File: config.mk
export PLATFORM = sky130hd
export DESIGN_NAME = touch_sample_average_map_core
export DESIGN_NICKNAME = d
export VERILOG_FILES = /design/src/tsam_pkg.sv /design/src/tsam_fifo.sv /design/src/tsam_front.sv /design/src/tsam_div.sv /design/src/tsam_back.sv /design/src/touch_sample_average_map_core.sv
export VERILOG_INCLUDE_DIRS = /design/src /design/src/src
export SDC_FILE = /design/constraint.sdc
export NUM_CORES = 1
export LEC_CHECK = 0
export BUFFER_PORTS_ARGS = -buffer_cell sky130_fd_sc_hd__buf_2
export CORE_ASPECT_RATIO = 1.1
export CORE_MARGIN = 5
export CORE_UTILIZATION = 41
export DETAILED_ROUTE_END_ITERATION = 16
export GPL_ROUTABILITY_DRIVEN = 0
export GPL_TIMING_DRIVEN = 0
export PLACE_DENSITY = 0.65
export SLEW_MARGIN = 25
export SYNTH_ARGS = -nofsm -noshare
export SYNTH_HDL_FRONTEND = slang
export SYNTH_SLANG_ARGS = --single-unit
File: constraint.sdc
create_clock -name clk_i -period 10.25 [get_ports clk_i]
set_clock_uncertainty 0.15 [all_clocks]
set_input_delay 1.025 -clock clk_i [delete_from_list [all_inputs] [get_ports clk_i]]
set_output_delay 1.025 -clock clk_i [all_outputs]
set_load 0.02 [all_outputs]
File: src/assert_macros.svh
// Assertion helpers shared by the touch averager RTL.
`ifndef ASSERT_MACROS_SVH
`define ASSERT_MACROS_SVH

// Property must hold at every clock edge outside reset.
`define ASSERT_PROP(label, clk, rst_n, prop) \
  label: assert property (@(posedge clk) disable iff (!(rst_n)) (prop)) \
    else $error("assertion failed");

// Expression must never be true outside reset.
`define ASSERT_NEVER(label, clk, rst_n, expr) \
  label: assert property (@(posedge clk) disable iff (!(rst_n)) !(expr)) \
    else $error("forbidden condition seen");

`endif

File: src/tsam_pkg.sv
`timescale 1ns / 1ps
// ----------------------------------------------------------------------------
// tsam_pkg
// Types, register codes and the shared axis finishing function of the touch
// sample averager.
// ----------------------------------------------------------------------------
package tsam_pkg;

  localparam int unsigned RawW    = 12;
  localparam int unsigned SizeW   = 13;
  localparam int unsigned SumW    = 16;
  localparam int unsigned CntW    = 5;
  localparam int unsigned DvdW    = RawW + SizeW;  // (v-lo)*(size-1)
  localparam int unsigned DivSteps = DvdW;
  localparam int unsigned CfgDataW = SizeW;

  localparam logic [RawW-1:0]  ResetLow    = 12'd200;
  localparam logic [RawW-1:0]  ResetHigh   = 12'd3900;
  localparam logic [SizeW-1:0] ResetWidth  = 13'd320;
  localparam logic [SizeW-1:0] ResetHeight = 13'd240;
  localparam logic [RawW-1:0]  CoordMax    = 12'd4095;

  typedef enum logic [2:0] {
    CfgRawXLow    = 3'd0,
    CfgRawXHigh   = 3'd1,
    CfgRawYLow    = 3'd2,
    CfgRawYHigh   = 3'd3,
    CfgScreenW    = 3'd4,
    CfgScreenH    = 3'd5,
    CfgOrient     = 3'd6
  } cfg_idx_e;

  typedef struct packed {
    logic            pen_down;
    logic [RawW-1:0] sample_x;
    logic [RawW-1:0] sample_y;
  } in_t;

  typedef struct packed {
    logic            [RawW-1:0] touch_x;
    logic            [RawW-1:0] touch_y;
    logic                       pressed;
    logic            [RawW-1:0] average_raw_x;
    logic            [RawW-1:0] average_raw_y;
    logic            [CntW-1:0] valid_samples;
  } out_t;

  typedef struct packed {
    logic [RawW-1:0]  x_low;
    logic [RawW-1:0]  x_high;
    logic [RawW-1:0]  y_low;
    logic [RawW-1:0]  y_high;
    logic [SizeW-1:0] width;
    logic [SizeW-1:0] height;
    logic [2:0]       orient;
  } cfg_t;

  // One unit of work handed from the front to the back.
  typedef struct packed {
    logic            is_avg;   // burst ended with at least one valid sample
    logic [SumW-1:0] sum_x;
    logic [SumW-1:0] sum_y;
    logic [CntW-1:0] nvalid;
  } job_t;

  // Clamp the quotient to the screen, optionally mirror, saturate to 12 bits.
  function automatic logic [RawW-1:0] map_finish(input logic [DvdW-1:0]  m,
                                                 input logic [SizeW-1:0] size,
                                                 input logic             mirror);
    logic [SizeW-1:0] szm1;
    logic [SizeW-1:0] c;
    szm1 = size - 13'd1;
    if (m >= DvdW'(size)) begin
      c = szm1;
    end else begin
      c = m[SizeW-1:0];
    end
    if (mirror) begin
      c = szm1 - c;
    end
    if (size <= 13'd1) begin
      c = '0;
    end
    if (c > SizeW'(CoordMax)) begin
      return CoordMax;
    end
    return c[RawW-1:0];
  endfunction

endpackage

File: src/tsam_fifo.sv
`timescale 1ns / 1ps
// ----------------------------------------------------------------------------
// tsam_fifo
// Two-entry job queue between the sample front and the mapping back.
// ----------------------------------------------------------------------------
`include "assert_macros.svh"

module tsam_fifo (
  input  logic          clk_i,
  input  logic          rst_ni,
  input  logic          push_i,
  input  tsam_pkg::job_t push_data_i,
  output logic          full_o,
  input  logic          pop_i,
  output logic          empty_o,
  output tsam_pkg::job_t head_o
);
  import tsam_pkg::*;

  job_t       ent_q [2];
  logic       wr_ptr_q, rd_ptr_q;
  logic [1:0] cnt_q;

  assign full_o  = (cnt_q == 2'd2);
  assign empty_o = (cnt_q == 2'd0);
  assign head_o  = ent_q[rd_ptr_q];

  always_ff @(posedge clk_i) begin
    if (push_i) begin
      ent_q[wr_ptr_q] <= push_data_i;
    end
  end

  always_ff @(posedge clk_i or negedge rst_ni) begin
    if (!rst_ni) begin
      wr_ptr_q <= 1'b0;
      rd_ptr_q <= 1'b0;
      cnt_q    <= 2'd0;
    end else begin
      if (push_i) begin
        wr_ptr_q <= ~wr_ptr_q;
      end
      if (pop_i) begin
        rd_ptr_q <= ~rd_ptr_q;
      end
      case ({push_i, pop_i})
        2'b10:   cnt_q <= cnt_q + 2'd1;
        2'b01:   cnt_q <= cnt_q - 2'd1;
        default: cnt_q <= cnt_q;
      endcase
    end
  end

  `ASSERT_NEVER(a_fifo_no_overflow, clk_i, rst_ni, push_i && full_o && !pop_i)
  `ASSERT_NEVER(a_fifo_no_underflow, clk_i, rst_ni, pop_i && empty_o)

endmodule

File: src/tsam_front.sv
`timescale 1ns / 1ps
// ----------------------------------------------------------------------------
// tsam_front
// Takes sample beats, sums in-window samples over a burst and queues a job
// on pen-up or at the end of each burst.
// ----------------------------------------------------------------------------
module tsam_front #(
  parameter int unsigned SAMPLE_COUNT = 4
) (
  input  logic           clk_i,
  input  logic           rst_ni,
  input  tsam_pkg::cfg_t cfg_i,
  input  logic           in_valid_i,
  output logic           in_stall_o,
  input  tsam_pkg::in_t  in_data_i,
  input  logic           q_full_i,
  output logic           push_o,
  output tsam_pkg::job_t push_data_o
);
  import tsam_pkg::*;

  localparam int unsigned BurstW = $clog2(SAMPLE_COUNT + 1);

  logic [BurstW-1:0] burst_q, burst_d;
  logic [CntW-1:0]   valid_q, valid_d;
  logic [SumW-1:0]   sum_x_q, sum_x_d, sum_y_q, sum_y_d;

  logic              accept;
  logic              in_win;
  logic              burst_end;
  logic [BurstW-1:0] burst_nx;
  logic [CntW-1:0]   valid_nx;
  logic [SumW-1:0]   sum_x_nx, sum_y_nx;

  assign in_stall_o = q_full_i;
  assign accept     = in_valid_i && !q_full_i;

  assign in_win = (in_data_i.sample_x >= cfg_i.x_low) && (in_data_i.sample_x <= cfg_i.x_high) &&
                  (in_data_i.sample_y >= cfg_i.y_low) && (in_data_i.sample_y <= cfg_i.y_high);

  assign burst_nx  = burst_q + BurstW'(1);
  assign burst_end = (burst_nx == BurstW'(SAMPLE_COUNT));
  assign valid_nx  = in_win ? valid_q + CntW'(1) : valid_q;
  assign sum_x_nx  = in_win ? sum_x_q + SumW'(in_data_i.sample_x) : sum_x_q;
  assign sum_y_nx  = in_win ? sum_y_q + SumW'(in_data_i.sample_y) : sum_y_q;

  always_comb begin
    burst_d     = burst_q;
    valid_d     = valid_q;
    sum_x_d     = sum_x_q;
    sum_y_d     = sum_y_q;
    push_o      = 1'b0;
    push_data_o = '0;
    if (accept) begin
      if (!in_data_i.pen_down) begin
        push_o  = 1'b1;
        burst_d = '0;
        valid_d = '0;
        sum_x_d = '0;
        sum_y_d = '0;
      end else if (burst_end) begin
        push_o             = 1'b1;
        push_data_o.is_avg = (valid_nx != '0);
        push_data_o.sum_x  = sum_x_nx;
        push_data_o.sum_y  = sum_y_nx;
        push_data_o.nvalid = valid_nx;
        burst_d = '0;
        valid_d = '0;
        sum_x_d = '0;
        sum_y_d = '0;
      end else begin
        burst_d = burst_nx;
        valid_d = valid_nx;
        sum_x_d = sum_x_nx;
        sum_y_d = sum_y_nx;
      end
    end
  end

  always_ff @(posedge clk_i or negedge rst_ni) begin
    if (!rst_ni) begin
      burst_q <= '0;
      valid_q <= '0;
      sum_x_q <= '0;
      sum_y_q <= '0;
    end else begin
      burst_q <= burst_d;
      valid_q <= valid_d;
      sum_x_q <= sum_x_d;
      sum_y_q <= sum_y_d;
    end
  end

endmodule

File: src/tsam_div.sv
`timescale 1ns / 1ps
// ----------------------------------------------------------------------------
// tsam_div
// Restoring unsigned divider, one quotient bit per cycle.
// ----------------------------------------------------------------------------
`include "assert_macros.svh"

module tsam_div (
  input  logic                           clk_i,
  input  logic                           rst_ni,
  input  logic                           start_i,
  input  logic [tsam_pkg::DvdW-1:0]      dividend_i,
  input  logic [tsam_pkg::RawW-1:0]      divisor_i,
  output logic                           busy_o,
  output logic                           done_o,
  output logic [tsam_pkg::DvdW-1:0]      quot_o
);
  import tsam_pkg::*;

  localparam int unsigned StepW = $clog2(DivSteps + 1);

  logic [DvdW-1:0]  dvd_q;   // dividend bits shift out, quotient bits shift in
  logic [RawW-1:0]  rem_q;
  logic [RawW-1:0]  dvs_q;
  logic [StepW-1:0] cnt_q;
  logic             busy_q, done_q;

  logic [RawW:0]    rem_sh;
  logic             qbit;
  logic [RawW:0]    rem_sub;

  assign rem_sh  = {rem_q, dvd_q[DvdW-1]};
  assign qbit    = (rem_sh >= {1'b0, dvs_q});
  assign rem_sub = rem_sh - {1'b0, dvs_q};

  always_ff @(posedge clk_i) begin
    if (start_i && !busy_q) begin
      dvd_q <= dividend_i;
      rem_q <= '0;
      dvs_q <= divisor_i;
    end else if (busy_q) begin
      dvd_q <= {dvd_q[DvdW-2:0], qbit};
      rem_q <= qbit ? rem_sub[RawW-1:0] : rem_sh[RawW-1:0];
    end
  end

  always_ff @(posedge clk_i or negedge rst_ni) begin
    if (!rst_ni) begin
      busy_q <= 1'b0;
      done_q <= 1'b0;
      cnt_q  <= '0;
    end else begin
      done_q <= busy_q && (cnt_q == StepW'(1));
      if (start_i && !busy_q) begin
        busy_q <= 1'b1;
        cnt_q  <= StepW'(DivSteps);
      end else if (busy_q) begin
        cnt_q <= cnt_q - StepW'(1);
        if (cnt_q == StepW'(1)) begin
          busy_q <= 1'b0;
        end
      end
    end
  end

  assign busy_o = busy_q;
  assign done_o = done_q;
  assign quot_o = dvd_q;

  `ASSERT_NEVER(a_div_start_while_busy, clk_i, rst_ni, start_i && busy_q)

endmodule

File: src/tsam_back.sv
`timescale 1ns / 1ps
// ----------------------------------------------------------------------------
// tsam_back
// Takes queued jobs; for a pressed one, averages the burst sums and maps both axes to the
// screen through the shared divider; holds the result beat for the output.
// ----------------------------------------------------------------------------
`include "assert_macros.svh"

module tsam_back (
  input  logic           clk_i,
  input  logic           rst_ni,
  input  tsam_pkg::cfg_t cfg_i,
  input  logic           q_empty_i,
  input  tsam_pkg::job_t q_head_i,
  output logic           pop_o,
  output logic           out_valid_o,
  input  logic           out_stall_i,
  output tsam_pkg::out_t out_data_o
);
  import tsam_pkg::*;

  typedef enum logic [5:0] {
    BIdle = 6'b000001,
    BAvgX = 6'b000010,
    BAvgY = 6'b000100,
    BMul  = 6'b001000,
    BMDiv = 6'b010000,
    BDone = 6'b100000
  } back_state_e;

  back_state_e     state_q, state_d;
  logic            axis_q, axis_d;       // 0: screen x, 1: screen y
  job_t            job_q, job_d;
  logic [RawW-1:0] avg_x_q, avg_x_d, avg_y_q, avg_y_d;
  logic [RawW-1:0] crd_x_q, crd_x_d, crd_y_q, crd_y_d;
  logic            out_valid_q, out_valid_d;
  out_t            out_q, out_d;

  logic            div_start;
  logic [DvdW-1:0] div_dvd;
  logic [RawW-1:0] div_dvs;
  logic            div_busy, div_done;
  logic [DvdW-1:0] div_quot;

  // Per-axis operand selection.
  logic             use_y;
  logic [RawW-1:0]  ax_src, ax_lo, ax_hi, ax_clamp, ax_span, ax_diff;
  logic [SizeW-1:0] ax_size;
  logic             ax_mirror, ax_degen;
  logic [DvdW-1:0]  ax_prod;
  logic [RawW-1:0]  ax_coord;

  assign use_y     = axis_q ^ cfg_i.orient[0];
  assign ax_src    = use_y ? avg_y_q : avg_x_q;
  assign ax_lo     = use_y ? cfg_i.y_low : cfg_i.x_low;
  assign ax_hi     = use_y ? cfg_i.y_high : cfg_i.x_high;
  assign ax_size   = axis_q ? cfg_i.height : cfg_i.width;
  assign ax_mirror = axis_q ? cfg_i.orient[2] : cfg_i.orient[1];
  assign ax_degen  = (ax_size <= 13'd1) || (ax_hi <= ax_lo);
  assign ax_clamp  = (ax_src < ax_lo) ? ax_lo : ((ax_src > ax_hi) ? ax_hi : ax_src);
  assign ax_span   = ax_hi - ax_lo;
  assign ax_diff   = ax_clamp - ax_lo;
  assign ax_prod   = DvdW'(ax_diff) * DvdW'(ax_size - 13'd1);
  assign ax_coord  = map_finish((state_q == BMDiv) ? div_quot : '0, ax_size, ax_mirror);

  tsam_div u_div (
    .clk_i      (clk_i),
    .rst_ni     (rst_ni),
    .start_i    (div_start),
    .dividend_i (div_dvd),
    .divisor_i  (div_dvs),
    .busy_o     (div_busy),
    .done_o     (div_done),
    .quot_o     (div_quot)
  );

  always_comb begin
    state_d     = state_q;
    axis_d      = axis_q;
    job_d       = job_q;
    avg_x_d     = avg_x_q;
    avg_y_d     = avg_y_q;
    crd_x_d     = crd_x_q;
    crd_y_d     = crd_y_q;
    out_d       = out_q;
    out_valid_d = out_valid_q && out_stall_i;
    pop_o       = 1'b0;
    div_start   = 1'b0;
    div_dvd     = '0;
    div_dvs     = '0;

    unique case (state_q)
      BIdle: begin
        if (!q_empty_i) begin
          pop_o = 1'b1;
          job_d = q_head_i;
          if (q_head_i.is_avg) begin
            div_start = 1'b1;
            div_dvd   = DvdW'(q_head_i.sum_x);
            div_dvs   = RawW'(q_head_i.nvalid);
            state_d   = BAvgX;
          end else begin
            crd_x_d = '0;
            crd_y_d = '0;
            state_d = BDone;
          end
        end
      end
      BAvgX: begin
        if (div_done) begin
          avg_x_d   = div_quot[RawW-1:0];
          div_start = 1'b1;
          div_dvd   = DvdW'(job_q.sum_y);
          div_dvs   = RawW'(job_q.nvalid);
          state_d   = BAvgY;
        end
      end
      BAvgY: begin
        if (div_done) begin
          avg_y_d = div_quot[RawW-1:0];
          axis_d  = 1'b0;
          state_d = BMul;
        end
      end
      BMul: begin
        if (ax_degen) begin
          // flat window or tiny screen: coordinate is 0 before mirroring
          if (axis_q) begin
            crd_y_d = ax_coord;
            state_d = BDone;
          end else begin
            crd_x_d = ax_coord;
            axis_d  = 1'b1;
          end
        end else begin
          div_start = 1'b1;
          div_dvd   = ax_prod;
          div_dvs   = ax_span;
          state_d   = BMDiv;
        end
      end
      BMDiv: begin
        if (div_done) begin
          if (axis_q) begin
            crd_y_d = ax_coord;
            state_d = BDone;
          end else begin
            crd_x_d = ax_coord;
            axis_d  = 1'b1;
            state_d = BMul;
          end
        end
      end
      BDone: begin
        if (!out_valid_q || !out_stall_i) begin
          out_d.touch_x       = crd_x_q;
          out_d.touch_y       = crd_y_q;
          out_d.pressed       = job_q.is_avg;
          out_d.average_raw_x = avg_x_q;
          out_d.average_raw_y = avg_y_q;
          out_d.valid_samples = job_q.nvalid;
          out_valid_d         = 1'b1;
          state_d             = BIdle;
        end
      end
      default: state_d = BIdle;
    endcase
  end

  always_ff @(posedge clk_i) begin
    job_q   <= job_d;
    crd_x_q <= crd_x_d;
    crd_y_q <= crd_y_d;
    out_q   <= out_d;
  end

  always_ff @(posedge clk_i or negedge rst_ni) begin
    if (!rst_ni) begin
      state_q     <= BIdle;
      axis_q      <= 1'b0;
      avg_x_q     <= '0;
      avg_y_q     <= '0;
      out_valid_q <= 1'b0;
    end else begin
      state_q     <= state_d;
      axis_q      <= axis_d;
      avg_x_q     <= avg_x_d;
      avg_y_q     <= avg_y_d;
      out_valid_q <= out_valid_d;
    end
  end

  assign out_valid_o = out_valid_q;
  assign out_data_o  = out_q;

  `ASSERT_PROP(a_back_pressed_has_samples, clk_i, rst_ni,
               !out_valid_q || (out_q.pressed == (out_q.valid_samples != '0)))
  `ASSERT_PROP(a_back_pop_only_idle, clk_i, rst_ni, !pop_o || (state_q == BIdle))
  `ASSERT_NEVER(a_back_start_div_idle, clk_i, rst_ni, div_start && div_busy)

endmodule

File: src/touch_sample_average_map_core.sv
`timescale 1ns / 1ps
// Path: jobs pass the job queue, the back end's idle state and its done state into the output
// register; a pressed burst also runs four divides, one fewer per flat axis, between the two.
// Throughput: one sample beat per cycle while the two-entry job queue has room; the back
// end, bound by its single bit-serial divider, takes no new job until the last one is done.
// Reset: async active low; clears the burst, the kept averages and the handshakes and
// loads the window 200..3900, screen 320x240 and orientation 0.
// ----------------------------------------------------------------------------
// touch_sample_average_map_core
// Touch sample burst averager with window calibration and screen mapping.
// ----------------------------------------------------------------------------
module touch_sample_average_map_core #(
  parameter int unsigned SAMPLE_COUNT = 4
) (
  input  logic                             clk_i,
  input  logic                             rst_ni,
  input  logic                             cfg_we_i,
  input  logic [2:0]                       cfg_idx_i,
  input  logic [tsam_pkg::CfgDataW-1:0]    cfg_wdata_i,
  input  logic                             in_valid_i,
  output logic                             in_stall_o,
  input  tsam_pkg::in_t                    in_data_i,
  output logic                             out_valid_o,
  input  logic                             out_stall_i,
  output tsam_pkg::out_t                   out_data_o
);
  import tsam_pkg::*;

  cfg_t cfg_q, cfg_d;
  logic q_full, q_empty, q_push, q_pop;
  job_t q_push_data, q_head;

  always_comb begin
    cfg_d = cfg_q;
    if (cfg_we_i) begin
      unique case (cfg_idx_e'(cfg_idx_i))
        CfgRawXLow:  cfg_d.x_low  = cfg_wdata_i[RawW-1:0];
        CfgRawXHigh: cfg_d.x_high = cfg_wdata_i[RawW-1:0];
        CfgRawYLow:  cfg_d.y_low  = cfg_wdata_i[RawW-1:0];
        CfgRawYHigh: cfg_d.y_high = cfg_wdata_i[RawW-1:0];
        CfgScreenW:  cfg_d.width  = cfg_wdata_i[SizeW-1:0];
        CfgScreenH:  cfg_d.height = cfg_wdata_i[SizeW-1:0];
        CfgOrient:   cfg_d.orient = cfg_wdata_i[2:0];
        default:     cfg_d = cfg_q;
      endcase
    end
  end

  always_ff @(posedge clk_i or negedge rst_ni) begin
    if (!rst_ni) begin
      cfg_q.x_low  <= ResetLow;
      cfg_q.x_high <= ResetHigh;
      cfg_q.y_low  <= ResetLow;
      cfg_q.y_high <= ResetHigh;
      cfg_q.width  <= ResetWidth;
      cfg_q.height <= ResetHeight;
      cfg_q.orient <= '0;
    end else begin
      cfg_q <= cfg_d;
    end
  end

  tsam_front #(
    .SAMPLE_COUNT (SAMPLE_COUNT)
  ) u_front (
    .clk_i       (clk_i),
    .rst_ni      (rst_ni),
    .cfg_i       (cfg_q),
    .in_valid_i  (in_valid_i),
    .in_stall_o  (in_stall_o),
    .in_data_i   (in_data_i),
    .q_full_i    (q_full),
    .push_o      (q_push),
    .push_data_o (q_push_data)
  );

  tsam_fifo u_fifo (
    .clk_i       (clk_i),
    .rst_ni      (rst_ni),
    .push_i      (q_push),
    .push_data_i (q_push_data),
    .full_o      (q_full),
    .pop_i       (q_pop),
    .empty_o     (q_empty),
    .head_o      (q_head)
  );

  tsam_back u_back (
    .clk_i       (clk_i),
    .rst_ni      (rst_ni),
    .cfg_i       (cfg_q),
    .q_empty_i   (q_empty),
    .q_head_i    (q_head),
    .pop_o       (q_pop),
    .out_valid_o (out_valid_o),
    .out_stall_i (out_stall_i),
    .out_data_o  (out_data_o)
  );

endmodule

==> results of run 1 <==
[cell usage after synthesis, types with 39 or more instances]
cell type,number
a21o_1,47
a21oi_1,127
a22o_1,48
and2_1,39
clkbuf_1,68
dfrtp_1,131
edfxtp_1,213
fa_1,159
ha_1,205
inv_1,307
mux2_2,119
mux2i_1,41
nand2_1,286
nand2b_1,42
nor2_1,154
o21ai_0,138
xnor2_1,67
xor2_1,43
[what timing repair did]
action / in CTS / in global routing
pin swaps: 28 / 75
hold buffers: 0 / 0
setup buffers: 27 / 14
endpoints found under the setup margin: 16 / 12
gates resized for setup: 95 / 61
cloned: 1 / 1
[final cells by class]
cell class,instances,area share [%]
Multi-Input combinational cell,1857,49.9
Sequential cell,385,33.6
Inverter,316,3.74
Clock buffer,58,3.73
Tap cell,858,3.38
Timing Repair Buffer,150,3.15
Buffer,92,1.53
Clock inverter,24,0.950
[per-stage QoR]
| step | utilization (%) | cells | instance area [um2] | setup slack, ns |
|---|---|---|---|---|
| 2_1_floorplan | - | 2651 | 27500 | 0.00829 |
| 3_3_place_gp | 43.8 | 3610 | 29100 | -2.01 |
| 3_5_place_dp | 44.1 | 3618 | 29300 | -2.22 |
| 4_1_cts | 47.3 | 3727 | 31400 | 0.00560 |
| 5_1_grt | 47.8 | 3740 | 31800 | -0.347 |
| 6_report | 47.8 | 3740 | 31800 | -0.0800 |
[state kept, by name (all words and copies together) (netlist names), 3 cells and up]
signal               cells
u_back.u_div.cnt_q       5
u_front.burst_q          3
cfg_q                   77
u_back.crd_y_q          12
u_back.crd_x_q          12
u_back.job_q            22
u_back.out_data_o       54
u_front.sum_y_q         16
u_fifo.ent_q            76
u_front.valid_q          5
u_back.u_div.dvs_q      12
u_back.avg_y_q          12
u_back.avg_x_q          12
u_back.state_q           6
u_back.u_div.rem_q      12
u_back.u_div.quot_o     25
u_front.sum_x_q         16
[cell usage in the layout, fill, tap and decap left out, drive strengths merged, types with 12 or more instances in the layout]
master,instances
a222oi,15
and2,39
clkbuf,125
a211oi,13
buf,175
o31ai,17
o21a,14
nand2,286
a21o,47
fa,159
nand3,29
inv,312
dfstp,29
ha,205
nor2b,16
xor2,43
a22o,48
nor4,13
nor3,29
clkinv,23
dfxtp,12
o21ai,145
nand2b,42
edfxtp,213
a21oi,127
dfrtp,131
mux2i,41
or3,14
nand4,17
a31oi,15
nor2,154
mux2,120
o211ai,15
xnor2,67
[cells by family after synthesis]
logic type | share of synthesized area, %
compound gates | 12.9
fa+ha+maj | 20.9
simple gates | 11.7
flops | 38.9
xor+xnor | 3.51
mux | 6.42
buf+inv | 5.71
[routing by layer]
metal / vias up / wire length (um) / GRT usage, %
met5: - / 0 / 0
met4: 0 / 4680 / 11.0
met3: 183 / 5030 / 3.43
met2: 883 / 38000 / 35.5
met1: 10400 / 32900 / 27.9
li1: 9590 / - / -
[path summary, 6_finish.rpt]
check / from / end / slack [ns] / depth (start not counted)
max in group asynchronous: rst_ni / u_back.state_q[0] / 8.79 / 2
worst min-delay path: rst_ni / cfg_q[51] / 0.26 / 1
min in group clk_i: u_back.crd_x_q[4] / u_back.out_data_o[46] / 0.31 / 0
worst min register to register: u_back.crd_x_q[4] / u_back.out_data_o[46] / 0.31 / 0
worst max register to register: u_back.axis_q / u_back.u_div.quot_o[15] / -0.08 / 41
worst max-delay path: u_back.axis_q / u_back.u_div.quot_o[15] / -0.08 / 41
[worst reg2reg max path: cells and delay by family, from the launching register on]
family | cells | cell delay [ns]
AO/OA/AOI/OAI | 17 | 3.90
adder cells (fa/ha/maj) | 8 | 3.32
buffers and inverters | 8 | 1.13
XOR/XNOR | 3 | 0.68
flip-flops | 1 | 0.47
AND/OR/NAND/NOR | 4 | 0.26
multiplexers | 1 | 0.20
==> flow_summary_export.csv, run 1 <==
group,metric,value,unit
status,status,"finished with violations",
status,violations,"setup timing",
sta,slew_viol_final,0,
critical_path,cp_slowest_stage_delay,0.57,ns
critical_path,crit_buf_inv,8,
global_routing,grt_start_max_net_pins,86,
detailed_routing,drtPass1Iterations,6,
sta,period_needed,10.33,ns
cells_and_area,multiInputGateArea,15800,um2
sta,fin_hold_ws,0.259,ns
clocking,clk_pin_slew,0.06,ns
global_routing,grt_pass1_wl,123,mm
cells_and_area,area.sequential,10700,um2
global_routing,grt_overflow_total,0,
place,portBuffers,101,
critical_path,critical_path_required,10.43,ns
sta,post-route-period-util,101,%
critical_path,setup.worst_path.start_class,"flip-flop",
cells_and_area,nets,3256,
die,pin_count,102,
critical_path,critPathKind,"flip-flop to flip-flop",
cells_and_area,area_delta_synth_final,15.7,%
yosys,synthArstFlopShare,41.6,%
yosys,avgSynthCellArea,10.4,um2
global_routing,antenna_found_initial,1,
sta,fin_ws,-0.0800,ns
clocking,clock-sinks,385,
die,num_rows,99,
yosys,yosysTopAreaCell,"edfxtp_1",
detailed_routing,wl_per_cell,21.6,um
yosys,syn_inst,2651,
sta,fin_setup_tns,-0.0800,ns
critical_path,critPathCaptureType,"flip-flop",
critical_path,crit_family,"compound AO/OA/AOI/OAI gates",
die,core_area,66400,um2
yosys,synth_cell_type_count,81,
yosys,yosys-top-cells-area,"edfxtp_1, dfrtp_1, fa_1",
die,die_w,257,um
yosys,synth-seq-cells,385,
detailed_routing,num_vias,21100,
critical_path,crit_fanout,6,
die,fp.dieArea,72200,um2
yosys,synth.top_cell.area_share,23.3,%
worst_hold_path,worstHoldPathType,"primary input to asynchronous set/reset pin",
critical_path,cpMostUsedCell,"fa_1",
clocking,cts_tree,"yes",
yosys,synth_edf_count,213,
critical_path,cp.arrival,10.51,ns
cells_and_area,num_antenna_cells,0,
detailed_routing,drcViolationCount,0,
clocking,insertion_delay,0.60,ns
sta,final-hold-violation-count,0,
clocking,root_buffer,"clkbuf_16",
yosys,ys_seq_area_share,38.9,%
detailed_routing,routed_wl,80.7,mm
sta,max_freq,0.0968,GHz
run,drv_cap,0,
detailed_routing,ant_nets,0,
detailed_routing,drt-initial-drc-count,1758,
cells_and_area,drive_gt1_share,18.1,%
cells_and_area,n_fill_cell,6007,
sta,setup_violations,1,
detailed_routing,vias_per_cell,5.64,
die,fp.dieH,281,um
clocking,clk_path_buf_depth,3,
die,start_util,41.4,%
clocking,cts_buffers,44,
place,hpwl,63.5,mm
critical_path,crit_slowest_cell,"fa_1",
yosys,synthesis.nets,3061,
yosys,synth-main-ff-cell,"edfxtp_1",
global_routing,grtUsageTotal,21.6,%
sta,slew_headroom,28.5,%
yosys,netlist_area,27500,um2
sta,rsz0062_at_grt,"true",
clocking,cts_max_level,2,
yosys,synth_warnings,0,
sta,tightest_slew,1.06,ns
global_routing,grt_pass1_vias,21500,
Power of run 1 is not shown: default switching activity piles up to over one toggle a cycle in this logic, so the estimate is an artifact.
==> inputs of run 2 (changes only) <==
- CAP_MARGIN: not set -> 20
- PLACE_DENSITY: 0.65 -> 0.61
==> run 2 against run 1 <==
  * The run still ends with setup timing left
  * Final area up 0.29%
  * Core utilization up 0.14 points
  * Final cell count down 0.16%
  * Sequential cell count unchanged
  * Sequential share of layout area down 0.098 points
  * Via count down 1.2%
  * Maximum frequency down 0.20%
==> flow_summary_export.csv, run 2 (synthesized netlist as in run 1, its figures left out) <==
group,metric,value,unit
detailed_routing,num_vias,20800,
global_routing,grt_pass1_vias,21300,
critical_path,critPathKind,"flip-flop to flip-flop",
global_routing,antenna_found_initial,0,
detailed_routing,wl_per_cell,21.6,um
critical_path,crit_family,"compound AO/OA/AOI/OAI gates",
cells_and_area,drive_gt1_share,18.2,%
clocking,hold_buffers,0,
cells_and_area,top_register,"cfg_q",
detailed_routing,drt-initial-drc-count,1528,
die,fp.dieH,281,um
die,die_w,257,um
worst_hold_path,worstHoldPathType,"primary input to asynchronous set/reset pin",
critical_path,r2r_start,"u_back.axis_q",
critical_path,crit_buf_inv,7,
sta,fin_ws,-0.101,ns
clocking,cts_max_level,2,
critical_path,critPathCaptureType,"flip-flop",
critical_path,setup.worst_path.start_class,"flip-flop",
critical_path,cpMostUsedCell,"fa_1",
place,hpwl,64.4,mm
sta,final-hold-violation-count,0,
clocking,root_buffer,"clkbuf_16",
detailed_routing,drtPass1Iterations,6,
critical_path,critical_path_depth,41,
global_routing,grt_overflow_total,0,
cells_and_area,nets,3252,
sta,period_needed,10.35,ns
clocking,clock-sinks,385,
sta,post-route-period-util,101,%
critical_path,crit_slowest_cell,"fa_1",
place,dpl_cell_area,29300,um2
global_routing,grt_pass1_wl,124,mm
status,status,"finished with violations",
clocking,clk_path_buf_depth,3,
detailed_routing,ant_nets,0,
sta,slew_headroom,27.9,%
status,violations,"setup timing",
sta,max_freq,0.0966,GHz
die,pin_count,102,
cells_and_area,num_antenna_cells,0,
critical_path,endpoint,"u_back.u_div.quot_o[15]",
die,fp.dieArea,72200,um2
critical_path,r2r-end,"u_back.u_div.quot_o[15]",
cells_and_area,area_delta_synth_final,16.0,%
sta,setup_violations,2,
die,num_rows,99,
sta,slew_viol_final,0,
global_routing,grt_start_max_net_pins,71,
cells_and_area,fin_area,31800,um2
critical_path,crit_fanout,6,
clocking,cts_buffers,42,
clocking,insertion_delay,0.60,ns
detailed_routing,drcViolationCount,0,
clocking,cts_tree,"yes",
detailed_routing,routed_wl,80.6,mm
clocking,clk_pin_slew,0.06,ns
critical_path,reg2reg_depth,41,
die,start_util,41.4,%
cells_and_area,mostFrequentLayoutCells,"inv_1, nand2_1, edfxtp_1",
sta,rsz0062_at_grt,"true",
critical_path,cp_slowest_stage_delay,0.55,ns
run,drv_cap,0,
critical_path,cp.arrival,10.51,ns
cells_and_area,largest_reg_flops,77,
critical_path,crit_start,"u_back.axis_q",
cells_and_area,final_common_cell,"inv_1",
place,portBuffers,101,
detailed_routing,vias_per_cell,5.58,
critical_path,critical_path_required,10.41,ns
sta,tightest_slew,1.08,ns
critical_path,ff2ff_setup_slack,-0.10,ns
die,core_area,66400,um2
global_routing,grtUsageTotal,21.8,%
## run 2: cell count changes in the layout (fill, tap and decap cells not counted), moves of 3 or more
cell	previous run	this run
xor2_1	38	35
a21oi_1	113	110
o21ai_2	9	6
clkinv_4	2	5
buf_6	6	3
nor2_1	143	146
clkbuf_1	67	61
a31oi_2	0	3
a21oi_2	11	14
a31oi_1	14	11
nor2_2	7	3
## run 2: per-stage QoR
step / setup slack [ns] / TNS, ns / util (%) / instances / hold slack [ns]
2_1_floorplan: 0.00829 / 0 / - / 2651 / 0.250
3_3_place_gp: -2.37 / -27.51 / 43.8 / 3610 / 0.269
3_5_place_dp: -2.45 / -28.72 / 44.2 / 3620 / 0.269
6_report: -0.101 / -0.151 / 48.0 / 3734 / 0.151
5_1_grt: -0.410 / -2.57 / 48.0 / 3734 / 0.150
4_1_cts: -0.0943 / -0.168 / 47.6 / 3729 / 0.130
## run 2: repair_timing
action / 4_1_cts / 5_1_grt
gates resized for setup: 129 / 32
endpoints found under the setup margin: 16 / 12
setup buffers: 30 / 5
cloned: 2 / 0
pin swaps: 63 / 17
## run 2: layout make-up
type	count	area [um2]
Tap cell	858	1070
Multi-Input combinational cell	1857	15900
Clock inverter	29	373
Clock buffer	49	1100
Inverter	316	1190
Buffer	92	477
Fill cell	6089	34500
Sequential cell	385	10700
Timing Repair Buffer	148	1010
## run 2: worst min path at each step
stage                                        to  cells past startpoint
after floorplan           u_back.out_data_o[29]                      0
after global placement    u_back.out_data_o[29]                      0
after detailed placement  u_back.out_data_o[29]                      0
after CTS                             cfg_q[74]                      1
after global routing                  cfg_q[70]                      1
final                                 cfg_q[74]                      1
## run 2: layer usage
metal	GRT usage [%]	vias up	routed length (um)	part of all wire (%)
li1	-	9589	-	-
met1	27.9	10400	33500	42
met2	37.2	714	38700	48
met3	3.74	176	4730	5.9
met4	8.41	0	3600	4.5
met5	0	-	0	0
Power of run 2 is left out for the same reason.
